===== config.mk =====
export PLATFORM = sky130hd
export DESIGN_NAME = c_source_function_locator
export DESIGN_NICKNAME = d
export VERILOG_FILES = /design/src/cfl_pkg.sv /design/src/cfl_lex.sv /design/src/cfl_depth.sv /design/src/cfl_hdr.sv /design/src/c_source_function_locator.sv
export SDC_FILE = /design/constraint.sdc
export NUM_CORES = 1
export LEC_CHECK = 0
export ABC_AREA = 1
export BUFFER_PORTS_ARGS = -buffer_cell sky130_fd_sc_hd__buf_2
export CAP_MARGIN = 0
export CORE_MARGIN = 4
export CORE_UTILIZATION = 40
export DETAILED_ROUTE_END_ITERATION = 6
export GPL_TIMING_DRIVEN = 1
export SYNTH_ARGS = -nofsm -noshare
export SYNTH_HDL_FRONTEND = slang
export SYNTH_HIERARCHICAL = 1
export SYNTH_SLANG_ARGS = --single-unit

===== constraint.sdc =====
create_clock -name clk -period 6.3 [get_ports clk]
set_input_delay 1.26 -clock clk [delete_from_list [all_inputs] [get_ports clk]]
set_output_delay 1.26 -clock clk [all_outputs]
set_load 0.05 [all_outputs]

===== src/cfl_pkg.sv =====
package cfl_pkg;

  // Lexical states
  localparam logic [2:0] LX_CODE   = 3'd0;
  localparam logic [2:0] LX_COPEN  = 3'd1;
  localparam logic [2:0] LX_BLOCK  = 3'd2;
  localparam logic [2:0] LX_LINE   = 3'd3;
  localparam logic [2:0] LX_CCLOSE = 3'd4;
  localparam logic [2:0] LX_STR    = 3'd5;
  localparam logic [2:0] LX_CHR    = 3'd6;
  localparam logic [2:0] LX_ESC    = 3'd7;

  // Function header states
  localparam logic [3:0] HD_SPACE     = 4'd0;
  localparam logic [3:0] HD_FINAL     = 4'd1;
  localparam logic [3:0] HD_NAME      = 4'd2;
  localparam logic [3:0] HD_TRAIL     = 4'd3;
  localparam logic [3:0] HD_OPEN      = 4'd4;
  localparam logic [3:0] HD_OPEN2     = 4'd5;
  localparam logic [3:0] HD_CLOSE     = 4'd6;
  localparam logic [3:0] HD_ARG       = 4'd7;
  localparam logic [3:0] HD_SEMI      = 4'd8;
  localparam logic [3:0] HD_BODY      = 4'd9;
  localparam logic [3:0] HD_MACRO     = 4'd10;
  localparam logic [3:0] HD_MACRO_ESC = 4'd11;

  // Character codes
  localparam logic [7:0] CH_LBRACE  = 8'h7B;
  localparam logic [7:0] CH_RBRACE  = 8'h7D;
  localparam logic [7:0] CH_HASH    = 8'h23;
  localparam logic [7:0] CH_LPAREN  = 8'h28;
  localparam logic [7:0] CH_RPAREN  = 8'h29;
  localparam logic [7:0] CH_LBRACK  = 8'h5B;
  localparam logic [7:0] CH_RBRACK  = 8'h5D;
  localparam logic [7:0] CH_SEMI    = 8'h3B;
  localparam logic [7:0] CH_NL      = 8'h0A;
  localparam logic [7:0] CH_SLASH   = 8'h2F;
  localparam logic [7:0] CH_STAR    = 8'h2A;
  localparam logic [7:0] CH_DQUOTE  = 8'h22;
  localparam logic [7:0] CH_SQUOTE  = 8'h27;
  localparam logic [7:0] CH_BSLASH  = 8'h5C;
  localparam logic [7:0] CH_UNDER   = 8'h5F;
  localparam logic [7:0] CH_BLANK   = 8'h20;
  localparam logic [7:0] CH_TAB     = 8'h09;
  localparam logic [7:0] CH_CR      = 8'h0D;

  // Control from the lexer to the depth counter and header machine
  typedef struct packed {
    logic       italic;
    logic       prior;
    logic       depth_inc;
    logic       depth_dec;
    logic       code_open;    // '{' seen in code
    logic       code_close;   // '}' seen in code
    logic       copen_close;  // '}' right after a lone slash
    logic       run_header;
  } lex_ctl_t;

  function automatic logic is_alpha(input logic [7:0] c);
    return (c >= 8'h41 && c <= 8'h5A) || (c >= 8'h61 && c <= 8'h7A);
  endfunction

  function automatic logic is_digit(input logic [7:0] c);
    return c >= 8'h30 && c <= 8'h39;
  endfunction

  function automatic logic is_space(input logic [7:0] c);
    return c == CH_BLANK || (c >= CH_TAB && c <= CH_CR);
  endfunction

endpackage


===== src/cfl_lex.sv =====
module cfl_lex (
  input  logic [7:0]        c,
  input  logic [2:0]        lex_cur,
  input  logic [2:0]        ret_cur,
  output logic [2:0]        lex_next,
  output logic [2:0]        ret_next,
  output cfl_pkg::lex_ctl_t ctl
);

  // Lexical machine, one character per pass
  always_comb begin
    lex_next = lex_cur;
    ret_next = ret_cur;
    ctl = '0;
    case (lex_cur)
      cfl_pkg::LX_CODE: begin
        if (c == cfl_pkg::CH_SLASH) begin
          lex_next = cfl_pkg::LX_COPEN;
        end else if (c == cfl_pkg::CH_LBRACE) begin
          ctl.depth_inc = 1'b1;
          ctl.code_open = 1'b1;
        end else if (c == cfl_pkg::CH_RBRACE) begin
          ctl.depth_dec  = 1'b1;
          ctl.code_close = 1'b1;
        end else if (c == cfl_pkg::CH_DQUOTE) begin
          lex_next = cfl_pkg::LX_STR;
        end else if (c == cfl_pkg::CH_SQUOTE) begin
          lex_next = cfl_pkg::LX_CHR;
        end
      end
      cfl_pkg::LX_COPEN: begin
        if (c == cfl_pkg::CH_SLASH) begin
          lex_next = cfl_pkg::LX_LINE;
          ctl.italic = 1'b1;
          ctl.prior = 1'b1;
        end else if (c == cfl_pkg::CH_STAR) begin
          lex_next = cfl_pkg::LX_BLOCK;
          ctl.italic = 1'b1;
          ctl.prior = 1'b1;
        end else if (c == cfl_pkg::CH_LBRACE) begin
          lex_next = cfl_pkg::LX_CODE;
          ctl.depth_inc = 1'b1;
        end else if (c == cfl_pkg::CH_RBRACE) begin
          // stays in comment open
          ctl.depth_dec   = 1'b1;
          ctl.copen_close = 1'b1;
        end else begin
          lex_next = cfl_pkg::LX_CODE;
        end
      end
      cfl_pkg::LX_BLOCK: begin
        ctl.italic = 1'b1;
        if (c == cfl_pkg::CH_STAR) lex_next = cfl_pkg::LX_CCLOSE;
      end
      cfl_pkg::LX_LINE: begin
        ctl.italic = 1'b1;
        if (c == cfl_pkg::CH_NL) lex_next = cfl_pkg::LX_CODE;
      end
      cfl_pkg::LX_CCLOSE: begin
        ctl.italic = 1'b1;
        if (c == cfl_pkg::CH_SLASH) lex_next = cfl_pkg::LX_CODE;
        else if (c != cfl_pkg::CH_STAR) lex_next = cfl_pkg::LX_BLOCK;
      end
      cfl_pkg::LX_STR: begin
        if (c == cfl_pkg::CH_DQUOTE) begin
          lex_next = cfl_pkg::LX_CODE;
        end else if (c == cfl_pkg::CH_BSLASH) begin
          ret_next = cfl_pkg::LX_STR;
          lex_next = cfl_pkg::LX_ESC;
        end
      end
      cfl_pkg::LX_CHR: begin
        if (c == cfl_pkg::CH_SQUOTE) begin
          lex_next = cfl_pkg::LX_CODE;
        end else if (c == cfl_pkg::CH_BSLASH) begin
          ret_next = cfl_pkg::LX_CHR;
          lex_next = cfl_pkg::LX_ESC;
        end
      end
      default: begin
        // escape: back to the string or char literal
        lex_next = ret_cur;
      end
    endcase
    ctl.run_header = (lex_next == cfl_pkg::LX_CODE) && (lex_cur != cfl_pkg::LX_CCLOSE);
  end

endmodule


===== src/cfl_depth.sv =====
module cfl_depth #(
  parameter int DEPTH_BITS = 16
) (
  input  logic                  inc,
  input  logic                  dec,
  input  logic [DEPTH_BITS-1:0] depth,
  output logic [DEPTH_BITS-1:0] depth_next,
  output logic                  zero_hit
);

  localparam logic [DEPTH_BITS-1:0] DepthMax = {1'b0, {(DEPTH_BITS-1){1'b1}}};
  localparam logic [DEPTH_BITS-1:0] DepthMin = {1'b1, {(DEPTH_BITS-1){1'b0}}};
  localparam logic [DEPTH_BITS-1:0] DepthOne = {{(DEPTH_BITS-1){1'b0}}, 1'b1};

  // Saturating signed brace counter
  always_comb begin
    depth_next = depth;
    zero_hit = 1'b0;
    if (inc) begin
      if (depth != DepthMax) depth_next = depth + DepthOne;
    end else if (dec) begin
      if (depth != DepthMin) begin
        depth_next = depth - DepthOne;
        zero_hit = (depth == DepthOne);
      end
    end
  end

endmodule


===== src/cfl_hdr.sv =====
module cfl_hdr #(
  parameter int POSITION_BITS = 32,
  parameter int PAGE_BITS     = 16
) (
  input  logic [7:0]               c,
  input  logic [POSITION_BITS-1:0] pos,
  input  logic [PAGE_BITS-1:0]     pg,
  input  cfl_pkg::lex_ctl_t        ctl,
  input  logic                     zero_hit,
  input  logic [3:0]               hdr_cur,
  input  logic [3:0]               hret_cur,
  input  logic [POSITION_BITS-1:0] start_cur,
  input  logic [POSITION_BITS-1:0] end_cur,
  input  logic [PAGE_BITS-1:0]     spage_cur,
  output logic [3:0]               hdr_next,
  output logic [3:0]               hret_next,
  output logic [POSITION_BITS-1:0] start_next,
  output logic [POSITION_BITS-1:0] end_next,
  output logic [PAGE_BITS-1:0]     spage_next,
  output logic                     found,
  output logic                     fend
);

  localparam logic [POSITION_BITS-1:0] PosOne = {{(POSITION_BITS-1){1'b0}}, 1'b1};

  logic [3:0] hdr_mid;
  logic       c_alpha;
  logic       c_space;
  logic       c_word;
  logic [POSITION_BITS-1:0] pos_prev;

  assign c_alpha  = cfl_pkg::is_alpha(c);
  assign c_space  = cfl_pkg::is_space(c);
  assign c_word   = c_alpha || cfl_pkg::is_digit(c) || c == cfl_pkg::CH_UNDER;
  assign pos_prev = pos - PosOne;

  // Brace effects on the header state, before the header pass
  always_comb begin
    hdr_mid = hdr_cur;
    found = 1'b0;
    fend = 1'b0;
    if (ctl.code_open && (hdr_cur == cfl_pkg::HD_CLOSE || hdr_cur == cfl_pkg::HD_SEMI)) begin
      found = 1'b1;
      hdr_mid = cfl_pkg::HD_BODY;
    end
    if (ctl.code_close && zero_hit && hdr_cur == cfl_pkg::HD_BODY) begin
      fend = 1'b1;
      hdr_mid = cfl_pkg::HD_SPACE;
    end
    if (ctl.copen_close && zero_hit) fend = 1'b1;
  end

  // Header recognizer: name ( ... ) [old-style args ;] {
  always_comb begin
    hdr_next = hdr_mid;
    hret_next = hret_cur;
    start_next = start_cur;
    end_next = end_cur;
    spage_next = spage_cur;
    if (ctl.run_header) begin
      case (hdr_mid)
        cfl_pkg::HD_SPACE: begin
          if (c_alpha) begin
            spage_next = pg;
            start_next = pos;
            hdr_next = cfl_pkg::HD_NAME;
          end else if (c == cfl_pkg::CH_HASH) begin
            hret_next = cfl_pkg::HD_SPACE;
            hdr_next = cfl_pkg::HD_MACRO;
          end
        end
        cfl_pkg::HD_MACRO: begin
          if (c == cfl_pkg::CH_BSLASH) hdr_next = cfl_pkg::HD_MACRO_ESC;
          else if (c == cfl_pkg::CH_NL) hdr_next = hret_cur;
        end
        cfl_pkg::HD_MACRO_ESC: begin
          hdr_next = cfl_pkg::HD_MACRO;
        end
        cfl_pkg::HD_NAME: begin
          if (!c_word) begin
            if (c_space) begin
              end_next = pos_prev;
              hdr_next = cfl_pkg::HD_TRAIL;
            end else if (c == cfl_pkg::CH_LPAREN) begin
              end_next = pos_prev;
              hdr_next = cfl_pkg::HD_OPEN;
            end else begin
              hdr_next = cfl_pkg::HD_SPACE;
            end
          end
        end
        cfl_pkg::HD_TRAIL: begin
          if (!c_space) begin
            if (c == cfl_pkg::CH_LPAREN) begin
              hdr_next = cfl_pkg::HD_OPEN;
            end else if (c_alpha) begin
              spage_next = pg;
              start_next = pos;
              hdr_next = cfl_pkg::HD_NAME;
            end else begin
              hdr_next = cfl_pkg::HD_SPACE;
            end
          end
        end
        cfl_pkg::HD_OPEN: begin
          if (c == cfl_pkg::CH_LPAREN) hdr_next = cfl_pkg::HD_OPEN2;
          else if (c == cfl_pkg::CH_RPAREN) hdr_next = cfl_pkg::HD_CLOSE;
        end
        cfl_pkg::HD_OPEN2: begin
          if (c == cfl_pkg::CH_RPAREN) hdr_next = cfl_pkg::HD_OPEN;
        end
        cfl_pkg::HD_CLOSE: begin
          if (!c_space) begin
            if (c_alpha || c == cfl_pkg::CH_LBRACK) hdr_next = cfl_pkg::HD_ARG;
            else hdr_next = cfl_pkg::HD_SPACE;
          end
        end
        cfl_pkg::HD_ARG: begin
          if (c == cfl_pkg::CH_SEMI || c == cfl_pkg::CH_RBRACK) hdr_next = cfl_pkg::HD_SEMI;
        end
        cfl_pkg::HD_SEMI: begin
          if (!c_space && c != cfl_pkg::CH_SEMI) hdr_next = cfl_pkg::HD_ARG;
        end
        default: begin
          hdr_next = hdr_mid;
        end
      endcase
    end
  end

endmodule


===== src/c_source_function_locator.sv =====
// An accepted character beat passes the input register, then the result register.
// Throughput: one character per cycle unless result_stall holds a full result
// register; the lexer, header machine and depth counter update together in the
// single logic stage between the input and result registers.
// Reset (synchronous): both stages empty, lexer in code, header machine in
// initial space, depth and name marks zero.
module c_source_function_locator #(
  parameter int POSITION_BITS = 32,
  parameter int PAGE_BITS     = 16,
  parameter int DEPTH_BITS    = 16
) (
  input  logic                         clk,
  input  logic                         rst,
  input  logic                         char_valid,
  output logic                         char_stall,
  input  logic [7:0]                   char_code,
  input  logic [POSITION_BITS-1:0]     char_position,
  input  logic [PAGE_BITS-1:0]         page,
  input  logic                         restart,
  output logic                         result_valid,
  input  logic                         result_stall,
  output logic                         italic,
  output logic                         prior_opens_comment,
  output logic                         function_found,
  output logic                         function_end,
  output logic [POSITION_BITS-1:0]     name_start,
  output logic [POSITION_BITS-1:0]     name_end,
  output logic [PAGE_BITS-1:0]         name_page,
  output logic signed [DEPTH_BITS-1:0] brace_depth
);

  // Input register
  logic                     in_valid;
  logic [7:0]               in_code;
  logic [POSITION_BITS-1:0] in_pos;
  logic [PAGE_BITS-1:0]     in_page;
  logic                     in_restart;

  // Parser state
  logic [2:0]               lex_state;
  logic [2:0]               lex_return_state;
  logic [3:0]               header_state;
  logic [3:0]               header_return_state;
  logic [DEPTH_BITS-1:0]    depth_count;
  logic [POSITION_BITS-1:0] start_mark;
  logic [POSITION_BITS-1:0] end_mark;
  logic [PAGE_BITS-1:0]     start_page;

  // State seen by this character, after an optional restart
  logic [2:0]               lex_cur;
  logic [2:0]               ret_cur;
  logic [3:0]               hdr_cur;
  logic [3:0]               hret_cur;
  logic [DEPTH_BITS-1:0]    depth_cur;
  logic [POSITION_BITS-1:0] start_cur;
  logic [POSITION_BITS-1:0] end_cur;
  logic [PAGE_BITS-1:0]     spage_cur;

  logic [2:0]               lex_state_next;
  logic [2:0]               lex_return_state_next;
  logic [3:0]               header_state_next;
  logic [3:0]               header_return_state_next;
  logic [DEPTH_BITS-1:0]    depth_count_next;
  logic [POSITION_BITS-1:0] start_mark_next;
  logic [POSITION_BITS-1:0] end_mark_next;
  logic [PAGE_BITS-1:0]     start_page_next;

  cfl_pkg::lex_ctl_t ctl;
  logic zero_hit;
  logic found;
  logic fend;
  logic advance;

  // Stage handshake: the input stage moves on when the result register is empty or not stalled
  assign advance    = in_valid && (!result_valid || !result_stall);
  assign char_stall = in_valid && result_valid && result_stall;

  assign lex_cur   = in_restart ? cfl_pkg::LX_CODE  : lex_state;
  assign ret_cur   = in_restart ? cfl_pkg::LX_CODE  : lex_return_state;
  assign hdr_cur   = in_restart ? cfl_pkg::HD_SPACE : header_state;
  assign hret_cur  = in_restart ? cfl_pkg::HD_SPACE : header_return_state;
  assign depth_cur = in_restart ? '0 : depth_count;
  assign start_cur = in_restart ? '0 : start_mark;
  assign end_cur   = in_restart ? '0 : end_mark;
  assign spage_cur = in_restart ? '0 : start_page;

  cfl_lex u_lex (
    .c        (in_code),
    .lex_cur  (lex_cur),
    .ret_cur  (ret_cur),
    .lex_next (lex_state_next),
    .ret_next (lex_return_state_next),
    .ctl      (ctl)
  );

  cfl_depth #(
    .DEPTH_BITS (DEPTH_BITS)
  ) u_depth (
    .inc        (ctl.depth_inc),
    .dec        (ctl.depth_dec),
    .depth      (depth_cur),
    .depth_next (depth_count_next),
    .zero_hit   (zero_hit)
  );

  cfl_hdr #(
    .POSITION_BITS (POSITION_BITS),
    .PAGE_BITS     (PAGE_BITS)
  ) u_hdr (
    .c          (in_code),
    .pos        (in_pos),
    .pg         (in_page),
    .ctl        (ctl),
    .zero_hit   (zero_hit),
    .hdr_cur    (hdr_cur),
    .hret_cur   (hret_cur),
    .start_cur  (start_cur),
    .end_cur    (end_cur),
    .spage_cur  (spage_cur),
    .hdr_next   (header_state_next),
    .hret_next  (header_return_state_next),
    .start_next (start_mark_next),
    .end_next   (end_mark_next),
    .spage_next (start_page_next),
    .found      (found),
    .fend       (fend)
  );

  // Input stage
  always_ff @(posedge clk) begin
    if (rst) begin
      in_valid <= 1'b0;
    end else if (!char_stall) begin
      in_valid <= char_valid;
    end
    if (char_valid && !char_stall) begin
      in_code    <= char_code;
      in_pos     <= char_position;
      in_page    <= page;
      in_restart <= restart;
    end
  end

  // Parser state, updated as each beat moves to the result register
  always_ff @(posedge clk) begin
    if (rst) begin
      lex_state           <= cfl_pkg::LX_CODE;
      lex_return_state    <= cfl_pkg::LX_CODE;
      header_state        <= cfl_pkg::HD_SPACE;
      header_return_state <= cfl_pkg::HD_SPACE;
      depth_count         <= '0;
      start_mark          <= '0;
      end_mark            <= '0;
      start_page          <= '0;
    end else if (advance) begin
      lex_state           <= lex_state_next;
      lex_return_state    <= lex_return_state_next;
      header_state        <= header_state_next;
      header_return_state <= header_return_state_next;
      depth_count         <= depth_count_next;
      start_mark          <= start_mark_next;
      end_mark            <= end_mark_next;
      start_page          <= start_page_next;
    end
  end

  // Result register
  always_ff @(posedge clk) begin
    if (rst) begin
      result_valid <= 1'b0;
    end else if (advance) begin
      result_valid <= 1'b1;
    end else if (!result_stall) begin
      result_valid <= 1'b0;
    end
    if (advance) begin
      italic              <= ctl.italic;
      prior_opens_comment <= ctl.prior;
      function_found      <= found;
      function_end        <= fend;
      name_start          <= found ? start_cur : '0;
      name_end            <= found ? end_cur : '0;
      name_page           <= found ? spage_cur : '0;
      brace_depth         <= $signed(depth_count_next);
    end
  end

endmodule

# Word level (Yosys, flattened, before mapping)
# Index checks and enable logic that the tools add are counted.
classes:
  addsub: 3
  n_lt_le_gt_ge: 8
  eq_ne: 41
  n_mux: 95
  reduce_logical: 30
op_table:
  columns: ["op", "n"]
  rows:
  - ["two-way mux 32 bit", 11]
  - ["two-way mux 16 bit", 10]
  - ["two-way mux 4 bit", 24]
  - ["equality test 8 x 6 -> 1 bit, second input constant", 9]
  - ["two-way mux 3 bit", 24]
  - ["case mux 32 bit (2 select lines)", 1]
  - ["equality test 8 x 7 -> 1 bit, second input constant", 6]
  - ["case mux 4 bit (10 select lines)", 1]
  - ["case mux 16 bit (2 select lines)", 1]
  - ["subtractor 32 x 1 -> 32 bit, second input constant", 1]
  - ["case mux 3 bit (7 select lines)", 1]
  - ["equality test 4 x 3 -> 1 bit, second input constant", 5]
  - ["equality test 4 bit, second input constant", 5]
  - ["adder 16 x 1 -> 16 bit, second input constant", 1]
  - ["equality test 16 x 1 -> 1 bit, second input constant", 1]
  - ["greater-or-equal comparator 8 x 7 -> 1 bit, second input constant", 2]
  - ["<= comparator 8 x 7 -> 1 bit, second input constant", 2]
  - ["!= test 16 x 15 -> 1 bit, second input constant", 1]
  - ["!= test 16 bit, second input constant", 1]
  - ["!= test 8 x 6 -> 1 bit, second input constant", 2]
  - ["subtractor 16 x 1 -> 16 bit, second input constant", 1]
  - ["logical AND 1 bit", 14]
  - ["two-way mux 1 bit", 13]
  - ["two-way mux 2 bit", 6]
  - ["other kinds (19)", 34]
totals:
  register_bits: 269
  inputBits: 61
  out_inout_bits: 102
  elab_cells: 199

# Depth between registers and ports, before layout
# Gate-level depths: netlist (run 1).
logic_depth:
  ltp_word: 15
  depth_mapped: 29
  ltp_nobuf: 25

# Hierarchy
# The synthesis (run 1) kept the hierarchy.
by_module_without_submodules:
  columns: ["module", "n_inst", "cells_per_inst", "area_per_inst_um2", "seq_area_each_um2"]
  rows:
  - ["c_source_function_locator", 1, 1221, 11066.9, 6956.7]
  - ["cfl_hdr", 1, 764, 3637.2, 0.0]
  - ["cfl_depth", 1, 239, 1206.2, 0.0]
  - ["cfl_lex", 1, 116, 518.0, 0.0]

# Worst setup path before layout (run 1)
# OpenSTA, ideal clock, no wires.
synth_path:
  kind: "input port to flip-flop"
  startpoint: "input port result_stall"
  endpoint: "register brace_depth[0] (enable)"
  setup_ps: 592
  arrival_ps: 6107
  required_time_ps: 5708
  setup_slack_ps: -399
  stages: 1
  cell_sequence: "a21oi_1"
synth_between:
  elab_chain_len: 3
synth_lines:
  columns: ["item", "line_no", "source"]
  rows:
  - ["from (decl)", "c_source_function_locator.sv:21", "input logic result_stall,"]
  - ["logical NOT 1 bit", null, null]
  - ["logical OR 1 bit", "c_source_function_locator.sv:75", "assign advance = in_valid && (!result_valid || !result_stall);"]
  - ["logical AND 1 bit", "c_source_function_locator.sv:75", null]
  - ["to (signal assigned)", "c_source_function_locator.sv:184", "brace_depth <= $signed(depth_count_next);"]
  - ["to (decl)", "c_source_function_locator.sv:29", "output logic signed [DEPTH_BITS-1:0] brace_depth"]
# No other way between the ends.
# A chain may end at the register's enable or synchronous reset.

==> impl_metrics.tcl, run 1 <==
set metrics [dict create \
    post-route-drc-count 0 \
    holdWs_ns 0.479 \
    min_period_ns 5.08 \
    slowest_stage "edfxtp_1" \
    cpMostUsedCell "nor2_1" \
    htree_levels 1 \
    ir_worst_vdd_v 0.000203 \
    synth.distinct_cells 44 \
    first_global_vias 14000 \
    synth_area_um2 16400 \
    io_pins 163 \
    dr_total_vias 15000 \
    diodes 0 \
    worst_slack_ns 1.22 \
    core_area_um2 40200 \
    worst_hold_path_type "reg2reg" \
    finalWirelength_mm 47.9 \
    fin_skew_ns 0.00918 \
    fin_tns_setup_ns 0 \
    layout_common_cells "444 x nand2_1, 391 x inv_1, 337 x nor2_1" \
    power_density_nw_per_um2 252 \
    crit_fanout 38 \
    maxCapViolations 0 \
    cts_tree "built" \
    postCtsHoldBufs 0 \
    r2r_cells 25 \
    crit_buf_inv 8 \
    dp_hpwl_mm 32.3 \
    dieArea_um2 44400 \
    hold_viol_final 0 \
    antenna_found_initial 0 \
    layout-drive-gt1-share_pct 13.5 \
    gr-usage-met1_pct 30.1 \
    cts.root.buffer_cell "clkbuf_16" \
    place.gp.congestion 0.878 \
    fp-row-count 73 \
    clock.fmax_mhz 197 \
    clk_path_buf_depth 3 \
    first_pass_iters 7 \
    tightestPinTransition_ns 1.12 \
    yosys_warnings 6 \
    area_growth_pct 11.9 \
    setup.worst_path.start_class "register" \
    grt_pass1_wl_mm 76.3 \
    avgSynthCellArea_um2 7.02 \
    grt_use_met3_pct 2.72 \
    io_buffers 162 \
    crit_arrival_ns 5.57 \
    ant_nets 0 \
    crit_cells 25 \
    yosysSeqAreaShare_pct 42.3 \
    slowest_delay_ns 0.64 \
    crit_path_end_kind "register" \
    wl_per_cell_um 16.1 \
    numCtsBuffers 31 \
    start_util_pct 40.9 \
    p_leak_nw 8.10 \
    whs_path_depth 2 \
    ys_ff_latch 269 \
    slew_headroom_pct 25.2 \
    die_width_um 211 \
    cts_resized 0 \
    syn-num-nets 2406 \
    area.sequential_um2 6960 \
    ff2ff_setup_slack_ns 1.22 \
    clock-sinks 269 \
    multi_input_area_um2 7200 \
    cts_setup_buffers 0 \
    finalSetupViolations 0 \
    cts.clk_slew.worst_paths_ns 0.06 \
    outcome "finished clean" \
    die_y_um 211 \
    grt_util_met2_pct 33.9 \
    grt_use_total_pct 20.9 \
    synth_cells 2340 \
    dp_slack_ns 1.25 \
    num-fill-cells 4065 \
    critPathKind "reg2reg" \
    top_usage_layer "met2" \
    rsz0062_at_grt "no" \
    grt_overflow_total 0 \
    crit_family "simple AND/OR/NAND/NOR gates" \
    clock_latency_ns 0.59 \
    post-route-period-util_pct 80.7 \
    layout_commonest_cell "nand2_1" \
    drtIter0Drc 1121 \
    grt_max_degree 139 \
    final_nets 2485 \
    required_ns 6.78 \
    finalMaxSlewViolations 0 \
    viasPerCell 5.04 \
]
-- sequential cells by signal, indices dropped and copies added, names as in the netlist, 32 cells and up --
signal and flops:
start_mark 32, name_end 32, name_start 32, in_pos 32, end_mark 32
-- final timing paths --
path | start | end
min | end_mark[27] | end_mark[27]
max | in_restart | end_mark[8]
min reg2reg | end_mark[27] | end_mark[27]
max reg2reg | in_restart | end_mark[8]
-- layer usage --
layer | wire length [um] | vias up | share of wire (%)
met5 | 0 | - | 0
met2 | 21600 | 413 | 45
met1 | 22600 | 6925 | 47
met4 | 796 | 0 | 1.7
met3 | 2850 | 55 | 5.9
li1 | - | 7573 | -
-- where the power goes --
| part | internal, W | switching [W] | total, W |
|---|---|---|---|
| Sequential | 0.00195 | 0.0000691 | 0.00202 |
| Combinational | 0.000217 | 0.000535 | 0.000753 |
| Clock | 0.00108 | 0.000780 | 0.00186 |
-- worst register-to-register path, cell delays in order (launching register included) --
cell      delay, ns
edfxtp_1       0.64
nor2_1         0.60
inv_1          0.21
nand3_1        0.22
a21oi_1        0.11
buf_4          0.20
clkinv_1       0.06
buf_4          0.21
nand3_2        0.17
nor2_1         0.21
nand2_1        0.08
nor2_1         0.12
nand3_2        0.22
nand2_2        0.20
nand2_2        0.09
nor2_4         0.14
nand3_2        0.07
buf_4          0.25
inv_2          0.55
o21ai_0        0.19
o21ai_0        0.11
inv_1          0.06
inv_1          0.05
nand3_1        0.07
nand2_1        0.11
nor2_1         0.05
-- metrics by stage --
step	area, um2	total power, W	utilization [%]	std cells
after floorplan	16400	0.00263	-	2340
after global placement	17300	0.00280	43.1	2911
after detailed placement	17300	0.00281	43.1	2911
after CTS	18400	0.00469	45.7	2969
after global routing	18400	0.00486	45.7	2969
final	18400	0.00464	45.7	2969
-- cells by family (layout without fill, tap and decap cells) --
family | count (synthesis) | count (layout) | synth area share [%]
flip-flops | 269 | 269 | 42.3
AO/OA/AOI/OAI | 336 | 336 | 11.0
adder cells (fa/ha/maj) | 5 | 5 | 0.381
XOR/XNOR | 30 | 30 | 1.60
AND/OR/NAND/NOR | 1154 | 1154 | 30.6
buffers and inverters | 546 | 650 | 14.1
-- final cells by class --
| type | count | area share, % |
|---|---|---|
| multi-input combinational | 1525 | 39.2 |
| clock inverter | 25 | 1.40 |
| sequential | 269 | 37.9 |
| inverter | 410 | 8.39 |
| tap | 525 | 3.57 |
| timing repair buffer | 182 | 5.30 |
| clock buffer | 33 | 4.32 |
-- cells in the mapped netlist (all sizes together) --
cell / number / area (um2)
a211o: 1 / 8.76
a21oi: 177 / 938
a31oi: 1 / 6.26
and3: 1 / 6.26
buf: 98 / 631
clkbuf: 38 / 144
clkinv: 3 / 12.5
dfxtp: 112 / 2240
edfxtp: 157 / 4710
ha: 5 / 62.6
inv: 407 / 1530
nand2: 463 / 1820
nand3: 203 / 1050
nand3b: 4 / 30.0
nand4: 19 / 125
nor2: 354 / 1430
nor3: 101 / 516
nor4: 2 / 12.5
o211ai: 4 / 30.0
o21ai: 150 / 796
o21bai: 2 / 15.0
o31ai: 1 / 7.51
or2: 7 / 43.8
xnor2: 7 / 61.3
xor2: 23 / 201
No activity file was read; power rests on OpenSTA's default activity.
==> inputs of run 2 (changes only) <==
clock period = 4.1 ns   (was 6.3 ns; I/O delays follow)
==> run 2 against run 1 <==
Net effect:
- die area unchanged
- core utilization is 0.96 points higher
- non-clock buffer count grew 24
- wire length increased by 0.20%
- global-route usage up 0.13 points
- combinational power increased by 57%
- power increased by 60%
- setup slack got worse by 0.93 ns
- via count increased by 0.55%
- critical path depth shrank 2
==> impl_metrics.tcl, run 2 (synthesized netlist as in run 1, its figures left out) <==
set metrics [dict create \
    maxCapViolations 0 \
    ff2ff_setup_slack_ns 0.29 \
    layout_common_cells "444 x nand2_1, 391 x inv_1, 336 x nor2_1" \
    design_area_um2 18800 \
    worst_hold_path_type "in2reg" \
    finalSetupViolations 0 \
    die_y_um 211 \
    ir_worst_vdd_v 0.000276 \
    post-route-drc-count 0 \
    dieArea_um2 44400 \
    crit_buf_inv 4 \
    place.gp.congestion 0.895 \
    cts.root.buffer_cell "clkbuf_16" \
    slowest_delay_ns 0.44 \
    drtIter0Drc 1215 \
    numCtsBuffers 34 \
    post-route-period-util_pct 92.9 \
    min_period_ns 3.81 \
    first_global_vias 13800 \
    setup.worst_path.start_class "register" \
    fin_skew_ns 0.0234 \
    crit_family "simple AND/OR/NAND/NOR gates" \
    area_growth_pct 14.2 \
    grt_overflow_total 0 \
    cts_tree "built" \
    io_pins 163 \
    required_ns 4.52 \
    die_width_um 211 \
    ant_nets 0 \
    slowest_stage "edfxtp_1" \
    tightestPinTransition_ns 1.07 \
    hold_viol_final 0 \
    clk_path_buf_depth 3 \
    layout-drive-gt1-share_pct 14.3 \
    reg2reg_to "end_mark[15]" \
    clock_latency_ns 0.54 \
    slew_headroom_pct 28.5 \
    finalWirelength_mm 48.0 \
    p_leak_nw 8.30 \
    crit_arrival_ns 4.23 \
    grt_use_total_pct 21.0 \
    final_nets 2512 \
    power_density_nw_per_um2 394 \
    crit_path_end_kind "register" \
    r2r_cells 23 \
    grt_max_degree 171 \
    antenna_found_initial 3 \
    crit_fanout 23 \
    r2r-start "in_restart" \
    core_area_um2 40200 \
    first_pass_iters 5 \
    fp-row-count 73 \
    place_area_um2 17600 \
    wl_per_cell_um 16.0 \
    postCtsHoldBufs 0 \
    htree_levels 2 \
    outcome "finished clean" \
    cts.clk_slew.worst_paths_ns 0.06 \
    viasPerCell 5.02 \
    crit_cells 23 \
    diodes 0 \
    clock-sinks 269 \
    critPathKind "reg2reg" \
    finalMaxSlewViolations 0 \
    dr_total_vias 15000 \
    crit_chain "buf_4, nor2_1, nor2_1, nand2_1, nor2_4, nand2_4, nand3_2, nor2_2, nand2_1, nor2_1, nand3_4, nand2_2, nand2_2, nor2_4, nand3_2, buf_4, or2_2, o21ai_0, inv_1, inv_1, nand3_1, nand2_1, nor2_1" \
    fin_tns_setup_ns 0 \
    cp-startpoint "in_restart" \
    dp_hpwl_mm 32.7 \
    start_util_pct 40.9 \
    grt_pass1_wl_mm 75.7 \
    clock.fmax_mhz 263 \
    io_buffers 162 \
    crit_path_end "end_mark[15]" \
    layout_commonest_cell "nand2_1" \
    cpMostUsedCell "nor2_1" \
]
==> run 2: worst min path at each step <==
stage,from,to,slack (ns),cells after the start
2_1_floorplan,header_return_state[1],header_return_state[1],0.45,2
3_3_place_gp,start_mark[16],start_mark[16],0.46,2
3_5_place_dp,start_mark[12],start_mark[12],0.47,2
4_1_cts,char_position[27],in_pos[27],0.42,1
5_1_grt,char_position[29],in_pos[29],0.44,1
6_report,char_position[27],in_pos[27],0.46,1
==> run 2: where the power goes <==
part	switching (W)	total, W	internal (W)
clock network	0.00117	0.00310	0.00193
registers	0.000111	0.00312	0.00300
logic	0.000824	0.00118	0.000358
==> run 2: through the flow <==
step,power [W],setup WS (ns),utilization (%),hold slack [ns],std cells
2_1_floorplan,0.00404,0.106,-,0.452,2340
3_3_place_gp,0.00433,0.171,43.7,0.459,2934
3_5_place_dp,0.00434,0.126,43.7,0.467,2934
4_1_cts,0.00749,0.113,46.6,0.417,2995
5_1_grt,0.00774,-0.00263,46.7,0.439,2996
6_report,0.00740,0.291,46.7,0.457,2996
==> run 2: what timing repair did <==
action | 4_1_cts | 5_1_grt
gates resized for setup | 0 | 10
setup endpoints to repair | 0 | 71
setup buffers | 0 | 1
==> run 2: area by class of cell <==
class | instances | area (um2)
tap | 525 | 657
clock inverter | 18 | 220
timing repair buffer | 206 | 1230
multi-input combinational | 1525 | 7210
fill | 4124 | 21400
inverter | 410 | 1550
clock buffer | 43 | 936
sequential | 269 | 6960
==> run 2: layer usage <==
metal	vias up	wire length (um)	track usage, %
met4	2	1540	7.42
li1	7621	-	-
met2	443	21000	32.6
met1	6897	22700	30.1
met5	-	13	0
met3	86	2700	3.19
